<file path="src/hw/rtl/pfw_pkg.sv">
`default_nettype none

package pfw_pkg;

	localparam int COORD_W    = 10;
	localparam int PIX_W      = 8;
	localparam int HEIGHT_W   = 11;
	localparam int CFG_IDX_W  = 3;
	localparam int CFG_DATA_W = 11;

	localparam int CANVAS_WIDTH_DEF      = 1024;
	localparam int MAX_CANVAS_HEIGHT_DEF = 1024;

	// ramp numerator (x-left)*255 and its quotient by the span
	localparam int NUM_W      = COORD_W + PIX_W;
	localparam int QUO_W      = PIX_W;
	localparam int DIV_BITS   = 2;
	localparam int DIV_STAGES = QUO_W / DIV_BITS;

	localparam int WHITE      = 255;
	localparam int SMOOTH_NUM = 765;
	localparam int SMOOTH_RND = 32512;
	localparam int SMOOTH_DEN = 65025;
	localparam int BLEND_RND  = 127;
	localparam int LUT_DEPTH  = 256;

	typedef enum logic [CFG_IDX_W-1:0] {
		REG_LEFT   = 3'd0,
		REG_RIGHT  = 3'd1,
		REG_TOP    = 3'd2,
		REG_BOTTOM = 3'd3,
		REG_HEIGHT = 3'd4
	} cfg_reg_t;

	// fade rectangle after clamping to the canvas
	typedef struct packed {
		logic [COORD_W-1:0] left;
		logic [COORD_W-1:0] right;
		logic [COORD_W-1:0] top;
		logic [COORD_W-1:0] bottom;
		logic [COORD_W-1:0] span;
		logic               nonempty;
	} region_t;

	// per-beat data that rides alongside the divider
	typedef struct packed {
		logic             hit;
		logic [PIX_W-1:0] pix;
	} side_t;

	typedef logic [PIX_W-1:0] smooth_lut_t [LUT_DEPTH];

	function automatic smooth_lut_t build_smooth_lut();
		smooth_lut_t lut;
		int          n;
		for (int t = 0; t < LUT_DEPTH; t++) begin
			n = t * t * (SMOOTH_NUM - 2 * t) + SMOOTH_RND;
			lut[t] = PIX_W'(n / SMOOTH_DEN);
		end
		return lut;
	endfunction

	localparam smooth_lut_t SMOOTH_LUT = build_smooth_lut();

endpackage

`default_nettype wire

</file>
<file path="src/hw/rtl/pfw_cfg.sv">
`default_nettype none

module pfw_cfg #(
	parameter int CANVAS_WIDTH      = pfw_pkg::CANVAS_WIDTH_DEF,
	parameter int MAX_CANVAS_HEIGHT = pfw_pkg::MAX_CANVAS_HEIGHT_DEF
) (
	input  wire logic                             clk,
	input  wire logic                             arst_n,
	input  wire logic                             cfg_valid,
	output logic                                  cfg_ready,
	input  wire logic [pfw_pkg::CFG_IDX_W-1:0]    cfg_index,
	input  wire logic [pfw_pkg::CFG_DATA_W-1:0]   cfg_data,
	output pfw_pkg::region_t                      region
);

	localparam int CW = pfw_pkg::COORD_W;
	localparam int HW = pfw_pkg::HEIGHT_W;

	logic [CW-1:0] left_q, right_q, top_q, bottom_q;
	logic [HW-1:0] height_q;
	pfw_pkg::region_t region_q;

	logic [HW-1:0] h_sat, h_m1;
	logic [CW-1:0] left_c, right_c, top_c, bottom_c;

	assign cfg_ready = 1'b1;

	always_ff @(posedge clk or negedge arst_n) begin
		if (!arst_n) begin
			left_q   <= '0;
			right_q  <= '0;
			top_q    <= '0;
			bottom_q <= '0;
			height_q <= HW'(1024);
		end else if (cfg_valid) begin
			case (cfg_index)
				pfw_pkg::REG_LEFT:   left_q   <= cfg_data[CW-1:0];
				pfw_pkg::REG_RIGHT:  right_q  <= cfg_data[CW-1:0];
				pfw_pkg::REG_TOP:    top_q    <= cfg_data[CW-1:0];
				pfw_pkg::REG_BOTTOM: bottom_q <= cfg_data[CW-1:0];
				pfw_pkg::REG_HEIGHT: height_q <= cfg_data[HW-1:0];
				default: ;
			endcase
		end
	end

	always_comb begin
		if (height_q == '0)
			h_sat = HW'(1);
		else if (int'(height_q) > MAX_CANVAS_HEIGHT)
			h_sat = HW'(MAX_CANVAS_HEIGHT);
		else
			h_sat = height_q;
		h_m1 = h_sat - HW'(1);

		left_c   = (int'(left_q) > CANVAS_WIDTH - 1) ? CW'(CANVAS_WIDTH - 1) : left_q;
		right_c  = (int'(right_q) > CANVAS_WIDTH - 1) ? CW'(CANVAS_WIDTH - 1) : right_q;
		top_c    = (HW'(top_q) > h_m1) ? h_m1[CW-1:0] : top_q;
		bottom_c = (HW'(bottom_q) > h_m1) ? h_m1[CW-1:0] : bottom_q;
	end

	// registered from the clamped cfg registers
	always_ff @(posedge clk or negedge arst_n) begin
		if (!arst_n) begin
			region_q <= '0;
		end else begin
			region_q.left     <= left_c;
			region_q.right    <= right_c;
			region_q.top      <= top_c;
			region_q.bottom   <= bottom_c;
			region_q.span     <= right_c - left_c;
			region_q.nonempty <= (right_c > left_c) && (bottom_c >= top_c);
		end
	end

	assign region = region_q;

endmodule

`default_nettype wire

</file>
<file path="src/hw/rtl/pfw_div_stage.sv">
`default_nettype none

// two restoring-division steps: quotient bits FIRST_BIT and FIRST_BIT-1
module pfw_div_stage #(
	parameter int FIRST_BIT = pfw_pkg::QUO_W - 1
) (
	input  wire logic                          clk,
	input  wire logic                          arst_n,
	input  wire logic                          en,
	input  wire logic                          valid_in,
	input  wire logic [pfw_pkg::NUM_W-1:0]     rem_in,
	input  wire logic [pfw_pkg::QUO_W-1:0]     quo_in,
	input  wire pfw_pkg::side_t                side_in,
	input  wire logic [pfw_pkg::COORD_W-1:0]   span,
	output logic                               valid_out,
	output logic [pfw_pkg::NUM_W-1:0]          rem_out,
	output logic [pfw_pkg::QUO_W-1:0]          quo_out,
	output pfw_pkg::side_t                     side_out
);

	localparam int NW = pfw_pkg::NUM_W;

	logic [NW-1:0] rem_c;
	logic [pfw_pkg::QUO_W-1:0] quo_c;
	logic [NW-1:0] sub_c;

	logic                      valid_sk;
	logic [NW-1:0]             rem_sk;
	logic [pfw_pkg::QUO_W-1:0] quo_sk;
	pfw_pkg::side_t            side_sk;

	always_comb begin
		rem_c = rem_in;
		quo_c = quo_in;
		sub_c = '0;
		for (int k = 0; k < pfw_pkg::DIV_BITS; k++) begin
			sub_c = NW'(span) << (FIRST_BIT - k);
			if (rem_c >= sub_c) begin
				rem_c = rem_c - sub_c;
				quo_c[FIRST_BIT - k] = 1'b1;
			end
		end
	end

	always_ff @(posedge clk or negedge arst_n) begin
		if (!arst_n)
			valid_sk <= 1'b0;
		else if (en)
			valid_sk <= valid_in;
	end

	always_ff @(posedge clk) begin
		if (en) begin
			rem_sk  <= rem_c;
			quo_sk  <= quo_c;
			side_sk <= side_in;
		end
	end

	assign valid_out = valid_sk;
	assign rem_out   = rem_sk;
	assign quo_out   = quo_sk;
	assign side_out  = side_sk;

endmodule

`default_nettype wire

</file>
<file path="src/hw/rtl/pfw_blend.sv">
`default_nettype none

// smoothstep lookup, blend multiply, divide by 255 and output register
module pfw_blend (
	input  wire logic                        clk,
	input  wire logic                        arst_n,
	input  wire logic                        en,
	input  wire logic                        valid_in,
	input  wire logic [pfw_pkg::QUO_W-1:0]   ramp,
	input  wire pfw_pkg::side_t              side_in,
	output logic                             valid_out,
	output logic [pfw_pkg::PIX_W-1:0]        pixel_out,
	output logic                             in_region
);

	localparam int PW = pfw_pkg::PIX_W;
	localparam int BW = 2 * PW + 1;

	logic           valid_s7, valid_s8, valid_s9;
	logic [PW-1:0]  fade_s7;
	pfw_pkg::side_t side_s7, side_s8;
	logic [BW-1:0]  blend_s8;
	logic [PW-1:0]  pixel_s9;
	logic           inside_s9;

	logic [BW-1:0]  q0_c, r_c;
	logic [PW-1:0]  q_c;

	always_ff @(posedge clk or negedge arst_n) begin
		if (!arst_n) begin
			valid_s7 <= 1'b0;
			valid_s8 <= 1'b0;
			valid_s9 <= 1'b0;
		end else if (en) begin
			valid_s7 <= valid_in;
			valid_s8 <= valid_s7;
			valid_s9 <= valid_s8;
		end
	end

	// x/256 undershoots x/255 by less than one, so one correction step is enough
	always_comb begin
		q0_c = blend_s8 >> PW;
		r_c  = blend_s8 - (q0_c << PW) + q0_c;
		q_c  = q0_c[PW-1:0] + PW'(r_c >= BW'(pfw_pkg::WHITE));
	end

	always_ff @(posedge clk) begin
		if (en) begin
			fade_s7   <= pfw_pkg::SMOOTH_LUT[ramp];
			side_s7   <= side_in;
			blend_s8  <= (BW'(pfw_pkg::WHITE) - BW'(side_s7.pix)) * BW'(fade_s7)
				+ BW'(pfw_pkg::BLEND_RND);
			side_s8   <= side_s7;
			pixel_s9  <= side_s8.hit ? side_s8.pix + q_c : side_s8.pix;
			inside_s9 <= side_s8.hit;
		end
	end

	assign valid_out = valid_s9;
	assign pixel_out = pixel_s9;
	assign in_region = inside_s9;

endmodule

`default_nettype wire

</file>
<file path="src/hw/rtl/pixel_fade_to_white.sv">
`default_nettype none

// channel  signals                                    dir  content
// pix      pix_valid/pix_ready                        in   pixel_x, pixel_y, pixel_in
// res      res_valid/res_ready                        out  pixel_out, in_region
// cfg      cfg_valid/cfg_ready                        in   cfg_index, cfg_data
//
// Nine register stages: input, region test and ramp numerator, four divider
// stages of two quotient bits each, smoothstep lookup, blend multiply, output.
// One beat per cycle while the pipe advances; res_valid is the output stage's valid bit.
// The whole pipe advances when res_ready is high or the output stage is empty;
// pix_ready follows that, so a stall holds every stage in place.
// Async reset clears the valid bits and the cfg registers to their reset values;
// the data registers are not reset. The clamped region is registered from
// the cfg registers after each cfg write; cfg_ready is always high.
module pixel_fade_to_white #(
	parameter int CANVAS_WIDTH      = pfw_pkg::CANVAS_WIDTH_DEF,
	parameter int MAX_CANVAS_HEIGHT = pfw_pkg::MAX_CANVAS_HEIGHT_DEF
) (
	input  wire logic                            clk,
	input  wire logic                            arst_n,
	input  wire logic                            pix_valid,
	output logic                                 pix_ready,
	input  wire logic [pfw_pkg::COORD_W-1:0]     pixel_x,
	input  wire logic [pfw_pkg::COORD_W-1:0]     pixel_y,
	input  wire logic [pfw_pkg::PIX_W-1:0]       pixel_in,
	output logic                                 res_valid,
	input  wire logic                            res_ready,
	output logic [pfw_pkg::PIX_W-1:0]            pixel_out,
	output logic                                 in_region,
	input  wire logic                            cfg_valid,
	output logic                                 cfg_ready,
	input  wire logic [pfw_pkg::CFG_IDX_W-1:0]   cfg_index,
	input  wire logic [pfw_pkg::CFG_DATA_W-1:0]  cfg_data
);

	localparam int CW = pfw_pkg::COORD_W;
	localparam int NW = pfw_pkg::NUM_W;
	localparam int QW = pfw_pkg::QUO_W;
	localparam int NS = pfw_pkg::DIV_STAGES;

	pfw_pkg::region_t region;
	logic en;

	logic                          valid_s1, valid_s2;
	logic [CW-1:0]                 x_s1, y_s1;
	logic [pfw_pkg::PIX_W-1:0]     p_s1;
	logic [NW-1:0]                 num_s2;
	pfw_pkg::side_t                side_s2;

	logic [CW-1:0] dx_c;
	logic          inside_c;

	logic                 div_valid [NS+1];
	logic [NW-1:0]        div_rem   [NS+1];
	logic [QW-1:0]        div_quo   [NS+1];
	pfw_pkg::side_t       div_side  [NS+1];

	pfw_cfg #(
		.CANVAS_WIDTH      (CANVAS_WIDTH),
		.MAX_CANVAS_HEIGHT (MAX_CANVAS_HEIGHT)
	) u_cfg (
		.clk       (clk),
		.arst_n    (arst_n),
		.cfg_valid (cfg_valid),
		.cfg_ready (cfg_ready),
		.cfg_index (cfg_index),
		.cfg_data  (cfg_data),
		.region    (region)
	);

	assign en        = res_ready | ~res_valid;
	assign pix_ready = en;

	always_comb begin
		inside_c = region.nonempty
			&& (x_s1 >= region.left) && (x_s1 <= region.right)
			&& (y_s1 >= region.top) && (y_s1 <= region.bottom);
		dx_c = x_s1 - region.left;
	end

	always_ff @(posedge clk or negedge arst_n) begin
		if (!arst_n) begin
			valid_s1 <= 1'b0;
			valid_s2 <= 1'b0;
		end else if (en) begin
			valid_s1 <= pix_valid;
			valid_s2 <= valid_s1;
		end
	end

	always_ff @(posedge clk) begin
		if (en) begin
			x_s1        <= pixel_x;
			y_s1        <= pixel_y;
			p_s1        <= pixel_in;
			// (x-left)*255
			num_s2      <= (NW'(dx_c) << pfw_pkg::PIX_W) - NW'(dx_c);
			side_s2.hit <= inside_c;
			side_s2.pix <= p_s1;
		end
	end

	assign div_valid[0] = valid_s2;
	assign div_rem[0]   = num_s2;
	assign div_quo[0]   = '0;
	assign div_side[0]  = side_s2;

	for (genvar g = 0; g < NS; g++) begin : g_div
		pfw_div_stage #(
			.FIRST_BIT (QW - 1 - g * pfw_pkg::DIV_BITS)
		) u_div (
			.clk       (clk),
			.arst_n    (arst_n),
			.en        (en),
			.valid_in  (div_valid[g]),
			.rem_in    (div_rem[g]),
			.quo_in    (div_quo[g]),
			.side_in   (div_side[g]),
			.span      (region.span),
			.valid_out (div_valid[g+1]),
			.rem_out   (div_rem[g+1]),
			.quo_out   (div_quo[g+1]),
			.side_out  (div_side[g+1])
		);
	end

	pfw_blend u_blend (
		.clk       (clk),
		.arst_n    (arst_n),
		.en        (en),
		.valid_in  (div_valid[NS]),
		.ramp      (div_quo[NS]),
		.side_in   (div_side[NS]),
		.valid_out (res_valid),
		.pixel_out (pixel_out),
		.in_region (in_region)
	);

endmodule

`default_nettype wire

</file>
<file path="config.mk">
export PLATFORM = sky130hd
export DESIGN_NAME = pixel_fade_to_white
export DESIGN_NICKNAME = d
export VERILOG_FILES = /design/src/hw/rtl/pfw_pkg.sv /design/src/hw/rtl/pfw_cfg.sv /design/src/hw/rtl/pfw_div_stage.sv /design/src/hw/rtl/pfw_blend.sv /design/src/hw/rtl/pixel_fade_to_white.sv
export SDC_FILE = /design/constraint.sdc
export NUM_CORES = 1
export LEC_CHECK = 0
export ABC_AREA = 1
export BUFFER_PORTS_ARGS = -buffer_cell sky130_fd_sc_hd__buf_2
export CAP_MARGIN = 20
export CORE_MARGIN = 2
export CORE_UTILIZATION = 54
export CTS_BUF_LIST = sky130_fd_sc_hd__clkbuf_8
export DETAILED_ROUTE_END_ITERATION = 10
export GPL_ROUTABILITY_DRIVEN = 0
export PLACE_DENSITY = 0.7
export SLEW_MARGIN = 10
export SYNTH_ARGS = -nofsm -noshare
export SYNTH_HDL_FRONTEND = slang
export SYNTH_HIERARCHICAL = 1
export SYNTH_SLANG_ARGS = --single-unit
export TNS_END_PERCENT = 100
</file>
<file path="constraint.sdc">
create_clock -name clk -period 10 [get_ports clk]
set_input_delay 2 -clock clk [delete_from_list [all_inputs] [get_ports clk]]
set_output_delay 2 -clock clk [all_outputs]
set_load 0.02 [all_outputs]
</file>
==> results.cfg <==
[drt]
drt-total-wl_mm = 57.24
postRouteAntennaNets = 0
drt-vias-per-instance = 5.381
drc = 0
first_pass_iters = 6
wl_per_cell_um = 14.84
dr.first_iter.drc_count = 1477
vias = 20759

[cts]
post_cts_resize_count = 0
postCtsSetupRepairBufs = 0
htreeDepth = 2
cts_root_buffer = clkbuf_8
cts_tree = built
clk_pin_slew_ps = 60
cts_hold_buffers = 0
clk-insertion-delay-late_ps = 660
cts.sinks = 340
cts_buffers = 56
clockBufferDepth = 3

[setup_path]
end_kind = flop
arrival_ps = 5550
critPathLaunchType = flop
path_max_fanout = 12
critPathKind = reg2reg
slowest_stage = dfrtp_1
slowest_delay_ps = 450
crit_required_ps = 10540
crit_top_cell = nand2_1
crit_family = compound AO/OA/AOI/OAI gates
cp_num_buf_inv = 0

[die]
fp.dieW_um = 221.8
num_rows = 79
die_area_um2 = 49220
num_io_pins = 59
coreArea_um2 = 46650
start_util = 0.5493
die_height_um = 221.8

[timing]
min_period_ps = 5014
rsz0062_at_grt = no
drv_slew = 0
min_period_over_period = 0.5014
fmax_mhz = 199.4
setup_viol = 0
worst_pin_slew_ps = 1042
maxSlewHeadroom = 0.3053
tns_ps = 0
hold_viol = 0
skew_ps = 40.15

[finish]
multi_input_area_um2 = 13730
fillers = 4057
regArea_um2 = 9656
syn_to_final_growth_pct = 7.929
drive_gt1_frac = 0.1080
fin_nets = 3545
diodes = 0

[global_route]
global_route.usage.total = 0.2339
antenna_found_initial = 0
grt_max_degree = 192
grt_first_pass_wirelength_mm = 96.31
grt-ovfl-total = 0
first_global_vias = 20539

[outcome]
status = complete, no violations

[logic_synthesis]
yosysWarnings = 6
synth_area_um2 = 25630
avgSynthCellArea_um2 = 8.193
netlist_instances = 3128

[placement]
dpl.hpwl_mm = 43.93
portBuffers = 57

[min_path]
hp-class = reg2reg

[run]
timing.max_cap.violations = 0
## through the flow
step	util	hold slack (ps)	instance area (µm²)	worst slack, ps	cells
detailed placement	0.5657	404.5	26390	5007	3753
global placement	0.5657	400.5	26390	5022	3753
global route	0.5928	391.8	27660	4394	3858
finish	0.5928	388.2	27660	4986	3858
CTS	0.5923	372.5	27630	5001	3857
floorplan	-	374.1	25650	828.4	3135
## path summary, 6_finish.rpt
kind | startpoint | endpoint | slack, ps | cells past startpoint
max in group asynchronous | arst_n | u_cfg/region[41] | 7340 | 2
min | g_div[2].u_div/quo_out[7] | g_div[3].u_div/quo_out[7] | 390 | 0
min in group asynchronous | arst_n | u_cfg/region[16] | 1290 | 1
max | u_cfg/height_q[6] | u_cfg/region[0] | 4990 | 33
min reg2reg | g_div[2].u_div/quo_out[7] | g_div[3].u_div/quo_out[7] | 390 | 0
max reg2reg | u_cfg/height_q[6] | u_cfg/region[0] | 4990 | 33
## registers in the layout, summed over array words and instances (netlist names), 11 cells and up
signal                flops
g_div.u_div/quo_out      32
g_div.u_div/rem_out      54
g_div.u_div/side_out     36
num_s2                   18
u_blend/blend_s8         17
u_cfg/height_q           11
u_cfg/region             51
## cell type report
type	count	share of cell area
Multi-Input combinational cell	2235	0.4964
Sequential cell	340	0.3491
Inverter	510	0.06930
Clock buffer	66	0.03284
Tap cell	607	0.02746
Timing Repair Buffer	62	0.01285
Clock inverter	38	0.01208
## layout by cell type, fill, tap and decap left out, types with 10 or more instances in the layout
master and n:
inv_1 501, fa_1 53, nand2_1 829, o21ai_2 14, or2_2 15, a21oi_1 119
xor2_1 51, nand2_2 54, xnor2_1 34, nand4_1 36, o21ai_0 136, dfrtp_1 110
nand3b_1 14, ha_1 240, nor3_1 26, clkbuf_8 66, edfxtp_1 229, nor2_1 192
nand3_1 214, inv_2 19, o21ai_1 39, buf_2 56, nor2_2 20, clkinv_2 10
nand3_2 20, nand2_4 12
## metal layers
metal	global-route usage	share of wire
met1	0.3095	0.45
met2	0.3994	0.47
met3	0.02703	0.051
met4	0.08065	0.027
met5	0	0
Power is not shown: default switching activity piles up to over one toggle a cycle in this logic, so the estimate is an artifact.
